$ cat src/design/bd_pkg.sv
// ----------------------------------------------------------------------------
// bd_pkg
// Shared types and constants for the bounded deque.
// ----------------------------------------------------------------------------
package bd_pkg;

    localparam int DEPTH      = 16;
    localparam int DATA_WIDTH = 32;
    localparam int IDX_W      = (DEPTH > 1) ? $clog2(DEPTH) : 1;
    localparam int CNT_W      = $clog2(DEPTH + 1);

    localparam int OP_W       = 3;
    localparam int VALUE_W    = 32;
    localparam int STATUS_W   = 2;
    localparam int COUNT_W    = 5;

    typedef enum logic [OP_W-1:0] {
        OP_PUSH_FRONT = 3'd0,
        OP_PUSH_BACK  = 3'd1,
        OP_POP_FRONT  = 3'd2,
        OP_POP_BACK   = 3'd3,
        OP_PEEK_FRONT = 3'd4,
        OP_PEEK_BACK  = 3'd5
    } op_t;

    typedef enum logic [STATUS_W-1:0] {
        STS_OK    = 2'd0,
        STS_EMPTY = 2'd1,
        STS_FULL  = 2'd2
    } status_t;

    typedef enum logic {
        S_IDLE,
        S_READ
    } fsm_t;

    // slot memory access issued by the controller
    typedef struct packed {
        logic                  we;
        logic [IDX_W-1:0]      waddr;
        logic [DATA_WIDTH-1:0] wdata;
        logic [IDX_W-1:0]      raddr;
    } ram_cmd_t;

    // output register contents
    typedef struct packed {
        logic                valid;
        logic [VALUE_W-1:0]  value;
        status_t             status;
        logic [COUNT_W-1:0]  count;
    } result_t;

endpackage

$ cat src/design/bd_ram.sv
// ----------------------------------------------------------------------------
// bd_ram
// Generic simple dual-port RAM, one write port, one read port, registered read.
// ----------------------------------------------------------------------------
module bd_ram #(
    parameter int WIDTH = 32,
    parameter int DEPTH = 16,
    parameter int ADDR_W = (DEPTH > 1) ? $clog2(DEPTH) : 1
) (
    input  logic              clk,
    input  logic              we,
    input  logic [ADDR_W-1:0] waddr,
    input  logic [WIDTH-1:0]  wdata,
    input  logic [ADDR_W-1:0] raddr,
    output logic [WIDTH-1:0]  rdata
);

    logic [WIDTH-1:0] mem [DEPTH];
    logic [WIDTH-1:0] rdata_reg;

    always_ff @(posedge clk)
    begin
        if (we)
        begin
            mem[waddr] <= wdata;
        end
        rdata_reg <= mem[raddr];
    end

    assign rdata = rdata_reg;

endmodule

$ cat src/design/bd_ctrl.sv
// ----------------------------------------------------------------------------
// bd_ctrl
// Ring indices, entry count, request sequencer and output register.
// ----------------------------------------------------------------------------
module bd_ctrl
    import bd_pkg::*;
(
    input  logic                  clk,
    input  logic                  rst_n,
    input  logic                  s_valid,
    output logic                  s_ready,
    input  logic [OP_W-1:0]       opcode,
    input  logic [VALUE_W-1:0]    push_value,
    output ram_cmd_t              ram_cmd,
    input  logic [DATA_WIDTH-1:0] ram_rdata,
    input  logic                  m_ready,
    output result_t               result
);

    fsm_t             state_reg, state_next;
    logic [IDX_W-1:0] front_reg, front_next;
    logic [IDX_W-1:0] back_reg,  back_next;
    logic [CNT_W-1:0] count_reg, count_next;

    logic               out_valid_reg, out_valid_next;
    logic [VALUE_W-1:0] out_value_reg, out_value_next;
    status_t            out_status_reg, out_status_next;
    logic [COUNT_W-1:0] out_count_reg, out_count_next;

    logic             accept;
    logic             need_read;
    logic             is_full;
    logic             is_empty;
    status_t          req_status;
    logic [IDX_W-1:0] front_inc, front_dec, back_inc, back_dec;

    function automatic logic [IDX_W-1:0] wrap_inc(input logic [IDX_W-1:0] i);
        return (i == IDX_W'(DEPTH - 1)) ? '0 : i + IDX_W'(1);
    endfunction

    function automatic logic [IDX_W-1:0] wrap_dec(input logic [IDX_W-1:0] i);
        return (i == '0) ? IDX_W'(DEPTH - 1) : i - IDX_W'(1);
    endfunction

    assign front_inc = wrap_inc(front_reg);
    assign front_dec = wrap_dec(front_reg);
    assign back_inc  = wrap_inc(back_reg);
    assign back_dec  = wrap_dec(back_reg);
    assign is_full   = (count_reg == CNT_W'(DEPTH));
    assign is_empty  = (count_reg == '0);

    // output slot is free at accept, so the read cycle can always load it
    assign s_ready = (state_reg == S_IDLE) && (!out_valid_reg || m_ready);
    assign accept  = s_valid && s_ready;

    // request decode: ring update and memory access
    always_comb
    begin
        front_next      = front_reg;
        back_next       = back_reg;
        count_next      = count_reg;
        need_read       = 1'b0;
        req_status      = STS_OK;
        ram_cmd.we      = 1'b0;
        ram_cmd.waddr   = back_reg;
        ram_cmd.wdata   = DATA_WIDTH'(push_value);
        ram_cmd.raddr   = front_reg;
        case (op_t'(opcode))
            OP_PUSH_FRONT, OP_PUSH_BACK:
            begin
                if (is_full)
                begin
                    req_status = STS_FULL;
                end
                else if (op_t'(opcode) == OP_PUSH_FRONT)
                begin
                    front_next    = front_dec;
                    ram_cmd.we    = accept;
                    ram_cmd.waddr = front_dec;
                    count_next    = count_reg + CNT_W'(1);
                end
                else
                begin
                    back_next     = back_inc;
                    ram_cmd.we    = accept;
                    ram_cmd.waddr = back_reg;
                    count_next    = count_reg + CNT_W'(1);
                end
            end
            OP_POP_FRONT, OP_POP_BACK, OP_PEEK_FRONT, OP_PEEK_BACK:
            begin
                if (is_empty)
                begin
                    req_status = STS_EMPTY;
                end
                else
                begin
                    need_read = 1'b1;
                    case (op_t'(opcode))
                        OP_POP_FRONT:
                        begin
                            ram_cmd.raddr = front_reg;
                            front_next    = front_inc;
                            count_next    = count_reg - CNT_W'(1);
                        end
                        OP_POP_BACK:
                        begin
                            ram_cmd.raddr = back_dec;
                            back_next     = back_dec;
                            count_next    = count_reg - CNT_W'(1);
                        end
                        OP_PEEK_FRONT:
                        begin
                            ram_cmd.raddr = front_reg;
                        end
                        default:
                        begin
                            ram_cmd.raddr = back_dec;
                        end
                    endcase
                end
            end
            default:
            begin
            end
        endcase
    end

    // next state
    always_comb
    begin
        state_next = state_reg;
        case (state_reg)
            S_IDLE:
            begin
                if (accept && need_read)
                begin
                    state_next = S_READ;
                end
            end
            S_READ:
            begin
                state_next = S_IDLE;
            end
            default:
            begin
                state_next = S_IDLE;
            end
        endcase
    end

    // output register loading
    always_comb
    begin
        out_valid_next  = out_valid_reg && !m_ready;
        out_value_next  = out_value_reg;
        out_status_next = out_status_reg;
        out_count_next  = out_count_reg;
        case (state_reg)
            S_IDLE:
            begin
                if (accept)
                begin
                    out_valid_next  = !need_read;
                    out_value_next  = '0;
                    out_status_next = req_status;
                    out_count_next  = COUNT_W'(count_next);
                end
            end
            S_READ:
            begin
                out_valid_next = 1'b1;
                out_value_next = VALUE_W'(ram_rdata);
            end
            default:
            begin
            end
        endcase
    end

    always_ff @(posedge clk or negedge rst_n)
    begin
        if (!rst_n)
        begin
            state_reg     <= S_IDLE;
            front_reg     <= '0;
            back_reg      <= '0;
            count_reg     <= '0;
            out_valid_reg <= 1'b0;
        end
        else
        begin
            state_reg     <= state_next;
            out_valid_reg <= out_valid_next;
            if (accept)
            begin
                front_reg <= front_next;
                back_reg  <= back_next;
                count_reg <= count_next;
            end
        end
    end

    always_ff @(posedge clk)
    begin
        out_value_reg  <= out_value_next;
        out_status_reg <= out_status_next;
        out_count_reg  <= out_count_next;
    end

    assign result.valid  = out_valid_reg;
    assign result.value  = out_value_reg;
    assign result.status = out_status_reg;
    assign result.count  = out_count_reg;

    // count never exceeds capacity
    a_count_bound: assert property (@(posedge clk) disable iff (!rst_n)
        count_reg <= CNT_W'(DEPTH))
        else $error("entry count above capacity");

    // read cycle always finds the output register empty
    a_read_slot_free: assert property (@(posedge clk) disable iff (!rst_n)
        (state_reg == S_READ) |-> !out_valid_reg)
        else $error("read data would overwrite a pending result");

    // no new transaction while a read is in flight
    a_no_accept_in_read: assert property (@(posedge clk) disable iff (!rst_n)
        (state_reg == S_READ) |-> !s_ready)
        else $error("accept during memory read");

    // front plus count lands on back, modulo depth
    a_ring_consistent: assert property (@(posedge clk) disable iff (!rst_n)
        ((32'(front_reg) + 32'(count_reg)) % DEPTH) == 32'(back_reg))
        else $error("ring indices and count disagree");

    // a successful push writes the slot memory
    a_push_writes: assert property (@(posedge clk) disable iff (!rst_n)
        (accept && !need_read && req_status == STS_OK && count_next != count_reg)
        |-> ram_cmd.we)
        else $error("count changed without a slot write");

endmodule

$ cat src/design/bounded_deque_top.sv
// ----------------------------------------------------------------------------
// bounded_deque_top
// Double-ended queue of fixed capacity held in a ring of RAM slots.
// ----------------------------------------------------------------------------
// Requests arrive on the s_ group (tvalid/tready/tdata); each one yields
// exactly one result transaction on the m_ group.
// A request pushes a word at either end, pops from either end or peeks at
// either end. The result carries the word read (zero for pushes, errors and
// unused opcodes), a status, an empty flag and the entry count afterwards.
// Pop or peek on an empty deque reports empty; push on a full deque reports
// full and drops the word. Neither changes the contents.
// Pushes, errors and unused opcodes are answered from the output register,
// loaded at the accept; pops and peeks first pass the registered read of the
// slot RAM in state S_READ. One request is in flight at a time: pushes take
// one request per cycle while results are taken; no request is taken in S_READ.
// The output register decouples the sides: a new request is taken in the
// same cycle the previous result is taken. If the receiver stalls, the
// result holds and new requests are refused until it drains.
// Reset empties the deque at once; no clearing pass is needed because only
// occupied slots are ever read.
// ----------------------------------------------------------------------------
module bounded_deque_top
    import bd_pkg::*;
(
    input  logic        clk,
    input  logic        rst_n,
    input  logic        s_tvalid,
    output logic        s_tready,
    input  logic [39:0] s_tdata,   // opcode[2:0], push_value[34:3], zero pad
    output logic        m_tvalid,
    input  logic        m_tready,
    output logic [39:0] m_tdata    // read_value[31:0], status[33:32],
                                   // is_empty[34], entry_count[39:35]
);

    ram_cmd_t              ram_cmd;
    logic [DATA_WIDTH-1:0] ram_rdata;
    result_t               result;

    bd_ram #(
        .WIDTH (DATA_WIDTH),
        .DEPTH (DEPTH)
    ) u_slots (
        .clk   (clk),
        .we    (ram_cmd.we),
        .waddr (ram_cmd.waddr),
        .wdata (ram_cmd.wdata),
        .raddr (ram_cmd.raddr),
        .rdata (ram_rdata)
    );

    bd_ctrl u_ctrl (
        .clk        (clk),
        .rst_n      (rst_n),
        .s_valid    (s_tvalid),
        .s_ready    (s_tready),
        .opcode     (s_tdata[2:0]),
        .push_value (s_tdata[34:3]),
        .ram_cmd    (ram_cmd),
        .ram_rdata  (ram_rdata),
        .m_ready    (m_tready),
        .result     (result)
    );

    assign m_tvalid = result.valid;
    assign m_tdata  = {result.count, (result.count == '0), result.status, result.value};

endmodule
$ cat config.mk
export PLATFORM = sky130hd
export DESIGN_NAME = bounded_deque_top
export DESIGN_NICKNAME = d
export VERILOG_FILES = /design/src/design/bd_pkg.sv /design/src/design/bd_ram.sv /design/src/design/bd_ctrl.sv /design/src/design/bounded_deque_top.sv
export SDC_FILE = /design/constraint.sdc
export NUM_CORES = 1
export LEC_CHECK = 0
export BUFFER_PORTS_ARGS = -buffer_cell sky130_fd_sc_hd__buf_2
export CAP_MARGIN = 10
export CORE_MARGIN = 2
export CORE_UTILIZATION = 60
export DETAILED_ROUTE_END_ITERATION = 7
export PLACE_DENSITY = 0.77
export SYNTH_ARGS = -nofsm -noshare
export SYNTH_HDL_FRONTEND = slang
export SYNTH_SLANG_ARGS = --single-unit
$ cat constraint.sdc
create_clock -name clk -period 10.04 [get_ports clk]
set_clock_uncertainty 0.1 [all_clocks]
set_input_delay 0.502 -clock clk [delete_from_list [all_inputs] [get_ports clk]]
set_output_delay 0.502 -clock clk [all_outputs]
set_load 0.02 [all_outputs]
### After elaboration in Yosys (flattened, before gate mapping)

Memory sizes are Yosys's and may differ from the RTL's. A register that Yosys moved wholly into a read port is not among the register bits.
Cells that the tools add are included.

| storage, ports and cells | value |
|---|---|
| RAM bits | 512 |
| word-level logic and storage cells | 89 |
| bits in registers | 54 |
| input port bits | 44 |
| memories | 1 |
| output and inout port bits | 42 |

| cells by class | value |
|---|---|
| add/sub/neg operators | 6 |
| mux-type cells | 37 |
| bitwise gates (word level) | 1 |
| eq/ne operators | 15 |
| reductions and logical operators | 21 |

Memories:

| name | depth | width | read ports | clocked after Yosys merged registers in | write ports | line | source |
|---|---|---|---|---|---|---|---|
| u_slots.mem | 16 | 32 | 1 | 1 | 1 | bd_ram.sv:18 | `logic [WIDTH-1:0] mem [DEPTH];` |

Operators by type and width:

| kind | count |
|---|---|
| two-way mux 4 bit | 16 |
| one-hot mux 32 bit (2 select lines) | 1 |
| two-way mux 32 bit | 1 |
| two-way mux 5 bit | 5 |
| one-hot mux 4 bit (2 select lines) | 2 |
| AND reduction 6 bit | 2 |
| logical NOT 5 bit | 2 |
| one-hot mux 5 bit (2 select lines) | 1 |
| adder 4 x 1 -> 4 bit (second input constant) | 2 |
| equality test 4 bit (second input constant) | 2 |
| logical NOT 4 bit | 2 |
| inequality test 2 x 1 -> 1 bit (second input constant) | 4 |
| subtractor 4 x 1 -> 4 bit (second input constant) | 2 |
| two-way mux 1 bit | 7 |
| equality test 3 x 2 -> 1 bit (second input constant) | 2 |
| equality test 3 bit (second input constant) | 2 |
| inequality test 2 bit (second input constant) | 3 |
| OR reduction 2 bit | 3 |
| adder 5 x 1 -> 5 bit (second input constant) | 1 |
| equality test 5 bit (second input constant) | 1 |
| subtractor 5 x 1 -> 5 bit (second input constant) | 1 |
| logical AND 1 bit | 4 |
| one-hot mux 1 bit (2 select lines) | 2 |
| one-hot mux 2 bit (2 select lines) | 1 |
| other kinds (9) | 11 |

### Depth between registers and ports, before layout

Gate-level depths: netlist of run 1.

| depth | value |
|---|---|
| depth in word-level cells | 8 |
| mapped depth | 13 |
| depth with buffers taken out | 8 |

### Cells and area by module

Synthesis of run 1 repeated with hierarchy kept, for this count alone.

| second synthesis, totals | value |
|---|---|
| cells, all modules | 1133 |
| area total of the unflattened synthesis | 22999.6 um^2 |

By module, submodules not included:

| module | times used | seq. area each (um^2) | cells each | area each (um^2) |
|---|---|---|---|---|
| bd_ram | 1 | 16015.4 | 838 | 19835.3 |
| bd_ctrl | 1 | 1546.5 | 293 | 3153.0 |
| bounded_deque_top | 1 | 0.0 | 2 | 11.3 |

### Worst setup path before layout of run 1

OpenSTA, ideal clock, no wires.

| path | value |
|---|---|
| kind | register to register |
| from | register u_ctrl.front_reg[1] |
| to | memory u_slots.mem[10][0] (enable) |
| arrival time | 4.670 ns |
| period minus slack after synthesis | 5.231 ns |
| required time | 9.479 ns |
| stages on the path, launching flop included | 12 |
| library setup time | 0.461 ns |
| path slack | 4.809 ns |
| cell sequence | dfrtp_1 inv_2 clkbuf_1 clkbuf_1 buf_1 ha_1 o21ba_2 nor2_1 o32ai_1 o21ai_0 nand3_1 nor3_1 |

| between the ends | value |
|---|---|
| longest elaborated chain between the ends | 5 |
| elaborated cells on any way between the ends | 6 |

Ends and longest elaborated chain:

| item | line | source |
|---|---|---|
| from (decl) | bd_ctrl.sv:21 | `logic [IDX_W-1:0] front_reg, front_next;` |
| from (signal assigned) | bd_ctrl.sv:197 | `front_reg <= front_next;` |
| subtractor 4 x 1 -> 4 bit / logical NOT 4 bit (equally long branches) | bd_ctrl.sv:42 | `return (i == '0) ? IDX_W'(DEPTH - 1) : i - IDX_W'(1);` |
| two-way mux 4 bit (*) | bd_ctrl.sv:42 |  |
| two-way mux 4 bit (*) | bd_ctrl.sv:75 | `else if (op_t'(opcode) == OP_PUSH_FRONT)` |
| two-way mux 5 bit (*) | bd_ctrl.sv:71 | `if (is_full)` |
| two-way mux 5 bit (*) | bd_ctrl.sv:68 | `case (op_t'(opcode))` |
| to (decl) | bd_ram.sv:18 |  |

Mark *: on every way between the ends. The rest lies on a longest branch, timed or not.

### Worst setup path in the final report of run 1

| path | value |
|---|---|
| from | register u_ctrl.count_reg[0] |
| to | register u_slots.rdata_reg[23] (netlist: u_slots.rdata[23]) (read register of u_slots.mem) |

| between the ends | value |
|---|---|
| longest elaborated chain between the ends | 3 |

Ends and longest elaborated chain:

| item | line | source |
|---|---|---|
| from (decl) | bd_ctrl.sv:23 | `logic [CNT_W-1:0] count_reg, count_next;` |
| from (signal assigned) | bd_ctrl.sv:199 | `count_reg <= count_next;` |
| logical NOT 5 bit | bd_ctrl.sv:50 | `assign is_empty = (count_reg == '0);` |
| two-way mux 4 bit | bd_ctrl.sv:92 | `if (is_empty)` |
| two-way mux 4 bit | bd_ctrl.sv:68 |  |
| to (decl) | bd_ram.sv:19 | `logic [WIDTH-1:0] rdata_reg;` |

No other way between the ends.
A chain may end at the register's enable or synchronous reset.

==> results.md, run 1 <==
* Sw frac at between 30% and 40%
* F_max at 198 MHz
* Switching pwr at 2.78 mW
* FILL cells at 2738
* Synth Area in XOR/XNOR at 0.454%
* Startpoint Class: flip-flop
* Initial core utilization at roughly three fifths
* Setup TNS at 0 ns
* Max Cap Viol at 0
* Largest register FFs at between 500 and 600
* Area leader, netlist: edfxtp_1
* Count leader, synth: edfxtp_1
* Pwr Total at around 7.9 mW
* CTS tree: built
* CTS root buffer: clkbuf_16
* Async SR Flop Fraction at roughly 2.5%
* Max IR drop VDD at ~0.00019 V
* CP required at about 10 ns
* Worst setup EP type: flip-flop
* Setup violations, final at 0
* Period utilization at about half
* CP Launch Point: u_ctrl.count_reg[0]
* Via density at around 7.0
* Largest net degree at the start of global routing at 68
* Pleak at between 9 and 10 nW
* Via count of the first global-routing pass at around 16000
* Sequential fraction of the synthesis area at 69.3%
* DRT iter0 DRCs at between 2000 and 2500
* RSZ-0062 raised after global routing: no
* DR vias at between 15000 and 20000
* Worst min path class: input port to flip-flop
* Synth top area share at between 60 and 70%
* Num CTS Buffers at 57
* Relative slew slack at between 20% and 30%
* Proportion of power drawn by combinational gates at about 33%
* Net Count, Synth at between 1500 and 2000
* Maximum fanout along the worst path at 48
* Compound-Gate Fraction of Synth Area at 11.4%
* Setup Buffers After CTS at 0
* Status: complete, no violations
* Simple-gate portion of the synthesized area at about 8%
* Cell-internal power at a little over 5 mW
* Register area at roughly 18000 um2
* Htree depth at 2
* Placer Congestion at around 0.88
* Yosys reg bits at ~600
* First-pass GRT wire length at a little under 100 mm
* Core Rows at 75
* Share of layout cells above drive strength 1 at around 16%
* Post-route ant nets at 0
* Post-Route WL at around 66 mm
* Multi-input gate area at between 7000 and 8000 um2
* PortBufs at 80
* Max-slew violation count at 0
* Clock latency on the worst-skew pair at just over 0.6 ns
* Final min period at 5.04 ns
* Synth Area in Adders at less than 1%
* Syn Inst Count at 1682
* Cell area after synthesis at 25300 um2
* Final Hold Vio Count at 0
* GRT Overall Usage at between 20% and 30%
* Final HPWL from detailed placement at 35.0 mm
* Nets at about 1800
* 1st-pass router iterations at 5
* Clk slew on worst S/H paths at ~0.06 ns
* R2R Path Start: u_ctrl.count_reg[0]
* Top post-synthesis cells by area: edfxtp_1 65%, mux2i_1 6.5%, dfxtp_1 2.5%, nor3_1 1.6%, a221oi_1 1.6%
* Avg WL per Cell at roughly 28 um
* Power per Cell Area at 279 nW/um2
* Ports at 86
* Seq pwr share at between 30% and 40%
* Mux share of post-synthesis cell area at ~8.1%
* Initial antenna violation count at 2
* Syn avg cell area at around 15 um2
* Netlist cell types at 74
* Clock power frac at approximately 28%
* CTS resizes at 0
* # clock sinks at ~600
* Main flop type after synthesis: edfxtp_1
* DRC at 0
* Commonest cells in the synthesized netlist: 551 x edfxtp_1, 165 x mux2i_1, 83 x nor3_1
* GRT overflow at 0
* HP Start: m_tready
* Die Height at about 210 um
* P&R area growth vs syn at 11.8%
* YS warnings at 0
* WP data arrival at about 5.4 ns
* EDFF count, synth at between 500 and 600
* Core box area at 41900 um2
* Largest family of logic cells by synthesized area: compound AO/OA/AOI/OAI gates
* Die ar. at ~44000 um2
* Die X at ~210 um
* Clock Path Buffers at 3
* Slew @ Worst Pin at ~1.2 ns
* Crit Path Class: flip-flop to flip-flop
==> repair_timing <==
item | 4_1_cts | 5_1_grt
hold endpoints to repair | 16 | 0
hold buffers | 2 | 0
endpoints found under the setup margin | 0 | 0
==> layout by cell type, fill, tap and decap left out, types with 41 or more instances in the layout <==
cell type,instances
nor2_1,74
clkbuf_16,57
and2_1,42
a221oi_1,45
nor3_1,66
nor2b_1,41
nand2_1,47
buf_2,80
buf_4,47
mux2i_1,163
a21oi_1,50
edfxtp_1,551
==> critical path, cell delays in order (launching register included) <==
cell      delay (ns)
dfrtp_1         0.42
inv_1           0.13
ha_1            0.22
or4b_1          0.74
nand3_4         0.60
buf_4           0.69
a211oi_1        0.15
nor2_2          0.94
o32ai_1         0.31
or4_1           0.58
==> final cells by class <==
cell class | count | share of cell area (%)
antenna | 2 | 0.0177
tap | 539 | 2.38
sequential | 598 | 62.0
timing repair buffer | 131 | 2.82
multi-input combinational | 947 | 25.7
clock buffer | 88 | 6.05
clock inverter | 19 | 0.897
inverter | 13 | 0.172
==> layer usage <==
metal,wire (um),GRT usage [%],part of all wire (%)
met3,7260,5.27,11
met2,30500,46.1,46
met4,2330,12.9,3.5
met5,14,0,0.021
met1,25600,42.3,39
==> stage by stage <==
stage               instances  util (%)  instance area (um2)  worst slack, ns  hold WS (ns)
floorplan                1682         -                25300             4.81         0.106
global placement         2224      62.9                26300             5.20         0.324
detailed placement       2225      62.9                26300             5.14         0.331
CTS                      2334      67.6                28300             5.13        0.0754
global route             2336      67.7                28300             4.85        0.0989
finish                   2337      67.7                28300             5.00        0.0921
==> worst paths after layout <==
| check | to | cells after the start | slack [ns] |
|---|---|---|---|
| setup / recovery | u_slots.rdata[23] | 9 | 5.00 |
| hold / removal | u_ctrl.out_valid_reg | 3 | 0.09 |
| setup reg to reg | u_slots.rdata[23] | 9 | 5.00 |
| hold reg to reg | u_ctrl.out_value_reg[12] | 1 | 0.41 |
| max in group asynchronous | u_ctrl.front_reg[0] | 2 | 9.29 |
| min in group asynchronous | u_ctrl.front_reg[3] | 2 | 0.25 |
==> cell families after synthesis <==
group | Yosys count
buffers and inverters | 137
adder cells (fa/ha/maj) | 6
XOR/XNOR | 11
AND/OR/NAND/NOR | 373
AO/OA/AOI/OAI | 359
multiplexers | 198
flip-flops | 598
==> power groups by stage <==
stage / sequential, mW / clock (mW) / combinational (mW)
3_3_place_gp: 3.12 / 0 / 2.45
5_1_grt: 3.10 / 2.34 / 2.73
6_report: 3.08 / 2.22 / 2.60
2_1_floorplan: 3.05 / 0 / 1.79
4_1_cts: 3.08 / 2.24 / 2.54
3_5_place_dp: 3.13 / 0 / 2.52
Power figures use the tool's default switching activity.
==> run 2, diff against run 1 <==
--- a/config.mk
+++ b/config.mk
@@ -5,6 +5,7 @@
 export SDC_FILE = /design/constraint.sdc
 export NUM_CORES = 1
 export LEC_CHECK = 0
+export ABC_AREA = 1
 export BUFFER_PORTS_ARGS = -buffer_cell sky130_fd_sc_hd__buf_2
 export CAP_MARGIN = 10
 export CORE_MARGIN = 2
==> constraint.sdc (replaced) <==
create_clock -name clk -period 4.9 [get_ports clk]
set_clock_uncertainty 0.1 [all_clocks]
set_input_delay 0.245 -clock clk [delete_from_list [all_inputs] [get_ports clk]]
set_output_delay 0.245 -clock clk [all_outputs]
set_load 0.02 [all_outputs]
==> run 2 against run 1 <==
Net effect: combinational power is 140% higher; setup slack worse by 3.9 ns; clock power is 120% higher; global-route usage is 1.2 points lower; core utilization is 1.1 points higher; flip-flop and latch count stayed put; clock-buffer cell count is 12 lower; critical endpoint is now u_slots.rdata[21]; die area is 2.2% higher; largest power group unchanged.
==> results.md, run 2 <==
* Pwr Total at 17.1 mW (+120%)
* RSZ-0062 raised after global routing: no
* Largest net degree at the start of global routing at 225 (+230%)
* CTS root buffer: clkbuf_16
* WP data arrival at 4.25 ns (-1.17 ns)
* Relative slew slack at 7.31% (-14 points)
* Max IR drop VDD at 0.000550 V (+190%)
* DRT iter0 DRCs at 2154 (-7.8%)
* Avg WL per Cell at 19.9 um (-29%)
* Syn Inst Count at 2417 (+44%)
* Ports at 86 (unchanged)
* Final Hold Vio Count at 0 (unchanged)
* Max-slew violation count at 0 (unchanged)
* Clk slew on worst S/H paths at 0.07 ns (about the same)
* Crit Path Class: input port to flip-flop
* Via count of the first global-routing pass at 17800 (+12%)
* Area leader, netlist: edfxtp_1
* Via density at 5.77 (-17%)
* Post-route worst setup slack at 1.07 ns (-3.93 ns)
* PortBufs at 80 (unchanged)
* CTS resizes at 0 (unchanged)
* Num CTS Buffers at 58 (+1.8%)
* Met2 global-route usage at 47.9% (+1.9 points)
* Clock Path Buffers at 3 (unchanged)
* Clock latency on the worst-skew pair at 0.62 ns (about the same)
* Startpoint Class: input port
* Max Cap Viol at 0 (unchanged)
* Worst min path class: flip-flop to flip-flop
* Setup Buffers After CTS at 0 (unchanged)
* Count leader, synth: nand3_1
* Status: complete, no violations
* Crit path cell chain: dlygate4sd3_1 -> buf_2 -> inv_2 -> nand2_1 -> nand2_1 -> nand3_2 -> nand2_8 -> buf_4 -> nand3_1 -> nand3_1 -> nand3_1 -> nand3_1 -> nand2_1
* Setup Slack @ Placement at 1.14 ns (-4.00 ns)
* Net Count, Synth at 2467 (+42%)
* Period utilization at 78.1%
* Top post-synthesis cells by area: edfxtp_1 64%, nand3_1 12%, inv_1 6.9%, nand2_1 5.4%, nand3b_1 2.8%
* Initial antenna violation count at 0 (-2)
* Core box area at 42900 um2 (+2.5%)
* Slew @ Worst Pin at 1.39 ns (+0.205 ns)
* GRT Overall Usage at 28.6% (-1.2 points)
* Most common cell after layout, fill and taps aside: nand3_1
* 1st-pass router iterations at 6 (+1)
* Async SR Flop Fraction at 2.51% (unchanged)
* EDFF count, synth at 551 (unchanged)
* Final min period at between 3 and 4 ns
* Die ar. at 44900 um2 (+2.2%)
* Synth top area share at 63.9% (-1.4 points)
* Cell area after synthesis at 25900 um2 (+2.3%)
* Maximum fanout along the worst path at 105 (+120%)
* Placer Congestion at 0.842 (-4.0%)
* CP max stage delay at 1.00 ns (+0.06 ns)
* GRT met1 Usage at 37.5% (-4.7 points)
* DR vias at 18100 (+11%)
* Worst setup EP type: flip-flop
* P&R area growth vs syn at 13.8%
* GRT overflow at 0 (unchanged)
* Setup violations, final at 0 (unchanged)
* DRC at 0 (unchanged)
* Htree depth at 2 (unchanged)
* Hold buffers post-CTS at 41 (+39)
* Most frequent cells in the layout: 622 x nand3_1, 551 x edfxtp_1, 477 x inv_1, 376 x nand2_1, 96 x nand3b_1
* CTS tree: built
* Setup TNS at 0 ns (unchanged)
* Post-route ant nets at 0 (unchanged)
* FILL cells at 2881 (+5.2%)
* Largest register FFs at 512 (unchanged)
* Syn avg cell area at 10.7 um2 (-29%)
* Die X at 212 um (+1.1%)
* Die Height at 212 um (+1.1%)
* Initial core utilization at 60.4% (-0.12 points)
* Commonest cells in the synthesized netlist: 622 x nand3_1, 551 x edfxtp_1, 477 x inv_1
* YS warnings at 0 (unchanged)
* Main flop type after synthesis: edfxtp_1
* Share of layout cells above drive strength 1 at 10.1% (-6.0 points)
* Final HPWL from detailed placement at 33.1 mm (-5.4%)
* # clock sinks at 598 (unchanged)
* Nets at 2554 (+42%)
* Power per Cell Area at 581 nW/um2 (+110%)
* Netlist cell types at 32 (-57%)
* ANT cells at 0 (-2)
* F_max at about 260 MHz
* GR Layer Usage met3 at 4.21% (-1.1 points)
* Crit-path slowest cell: buf_4
* Post-Route WL at 62.5 mm (-4.9%)
* Core Rows at 76 (+1.3%)
* Sequential fraction of the synthesis area at 67.8% (-1.5 points)
* CP required at 5.32 ns (-5.10 ns)
* Pleak at 12.4 nW (+29%)
* Yosys reg bits at 598 (unchanged)
* Grt peak-use layer: met2
* Most common cell on crit path: nand3_1
* First-pass GRT wire length at 97.0 mm (+0.40%)
-- run 2: kinds of logic after synthesis --
family                   after synthesis  share of synthesized area (%)
AND/OR/NAND/NOR                     1146                           21.3
buffers and inverters                617                           9.48
flip-flops                           598                           67.8
AO/OA/AOI/OAI                         42                          0.869
XOR/XNOR                               8                          0.270
adder cells (fa/ha/maj)                6                          0.290
-- run 2: final cells by class --
| type | instances | area [um2] | area share (%) |
|---|---|---|---|
| Clock inverter | 34 | 459 | 1.56 |
| Multi-Input combinational cell | 1202 | 6070 | 20.6 |
| Inverter | 480 | 1800 | 6.12 |
| Tap cell | 585 | 732 | 2.48 |
| Sequential cell | 598 | 17600 | 59.6 |
| Clock buffer | 76 | 1640 | 5.56 |
| Timing Repair Buffer | 164 | 1220 | 4.14 |
-- run 2: power by group --
| group | internal (mW) | switching [mW] | leakage, nW |
|---|---|---|---|
| Clock | 2.89 | 1.93 | 1.02 |
| Combinational | 1.79 | 4.33 | 5.95 |
| Sequential | 6.01 | 0.174 | 5.45 |
| Total | 10.7 | 6.44 | 12.4 |
-- run 2: worst max-delay path: cells and delay by family --
| kind | cells | cell delay [ns] |
|---|---|---|
| AND/OR/NAND/NOR | 9 | 2.10 |
| buffers and inverters | 4 | 1.80 |
-- run 2: path summary, 6_finish.rpt --
kind | depth (start not counted) | to | startpoint | slack, ns
hold reg to reg | 2 | u_ctrl.out_value_reg[19] | u_slots.rdata[19] | 0.39
setup reg to reg | 11 | u_slots.rdata[21] | u_ctrl.count_reg[0] | 1.08
min in group asynchronous | 3 | u_ctrl.count_reg[3] | rst_n | 0.66
max in group asynchronous | 3 | u_ctrl.back_reg[0] | rst_n | 3.56
setup / recovery | 13 | u_slots.rdata[21] | s_tdata[2] | 1.07
hold / removal | 2 | u_ctrl.out_value_reg[19] | u_slots.rdata[19] | 0.39
-- run 2: per-layer routing --
metal	part of all wire, %	wire (um)
met2	48	30200
met3	9.0	5650
met5	0	0
met4	3.9	2420
met1	39	24300
-- run 2: stage by stage --
step | std cells | hold WS, ns | instance area [um2] | util, %
finish | 3139 | 0.391 | 29500 | 68.7
CTS | 3139 | 0.393 | 29500 | 68.7
global route | 3139 | 0.413 | 29500 | 68.7
detailed placement | 2988 | 0.0867 | 27000 | 62.9
global placement | 2988 | 0.0795 | 27000 | 62.9
floorplan | 2417 | -0.151 | 25900 | -
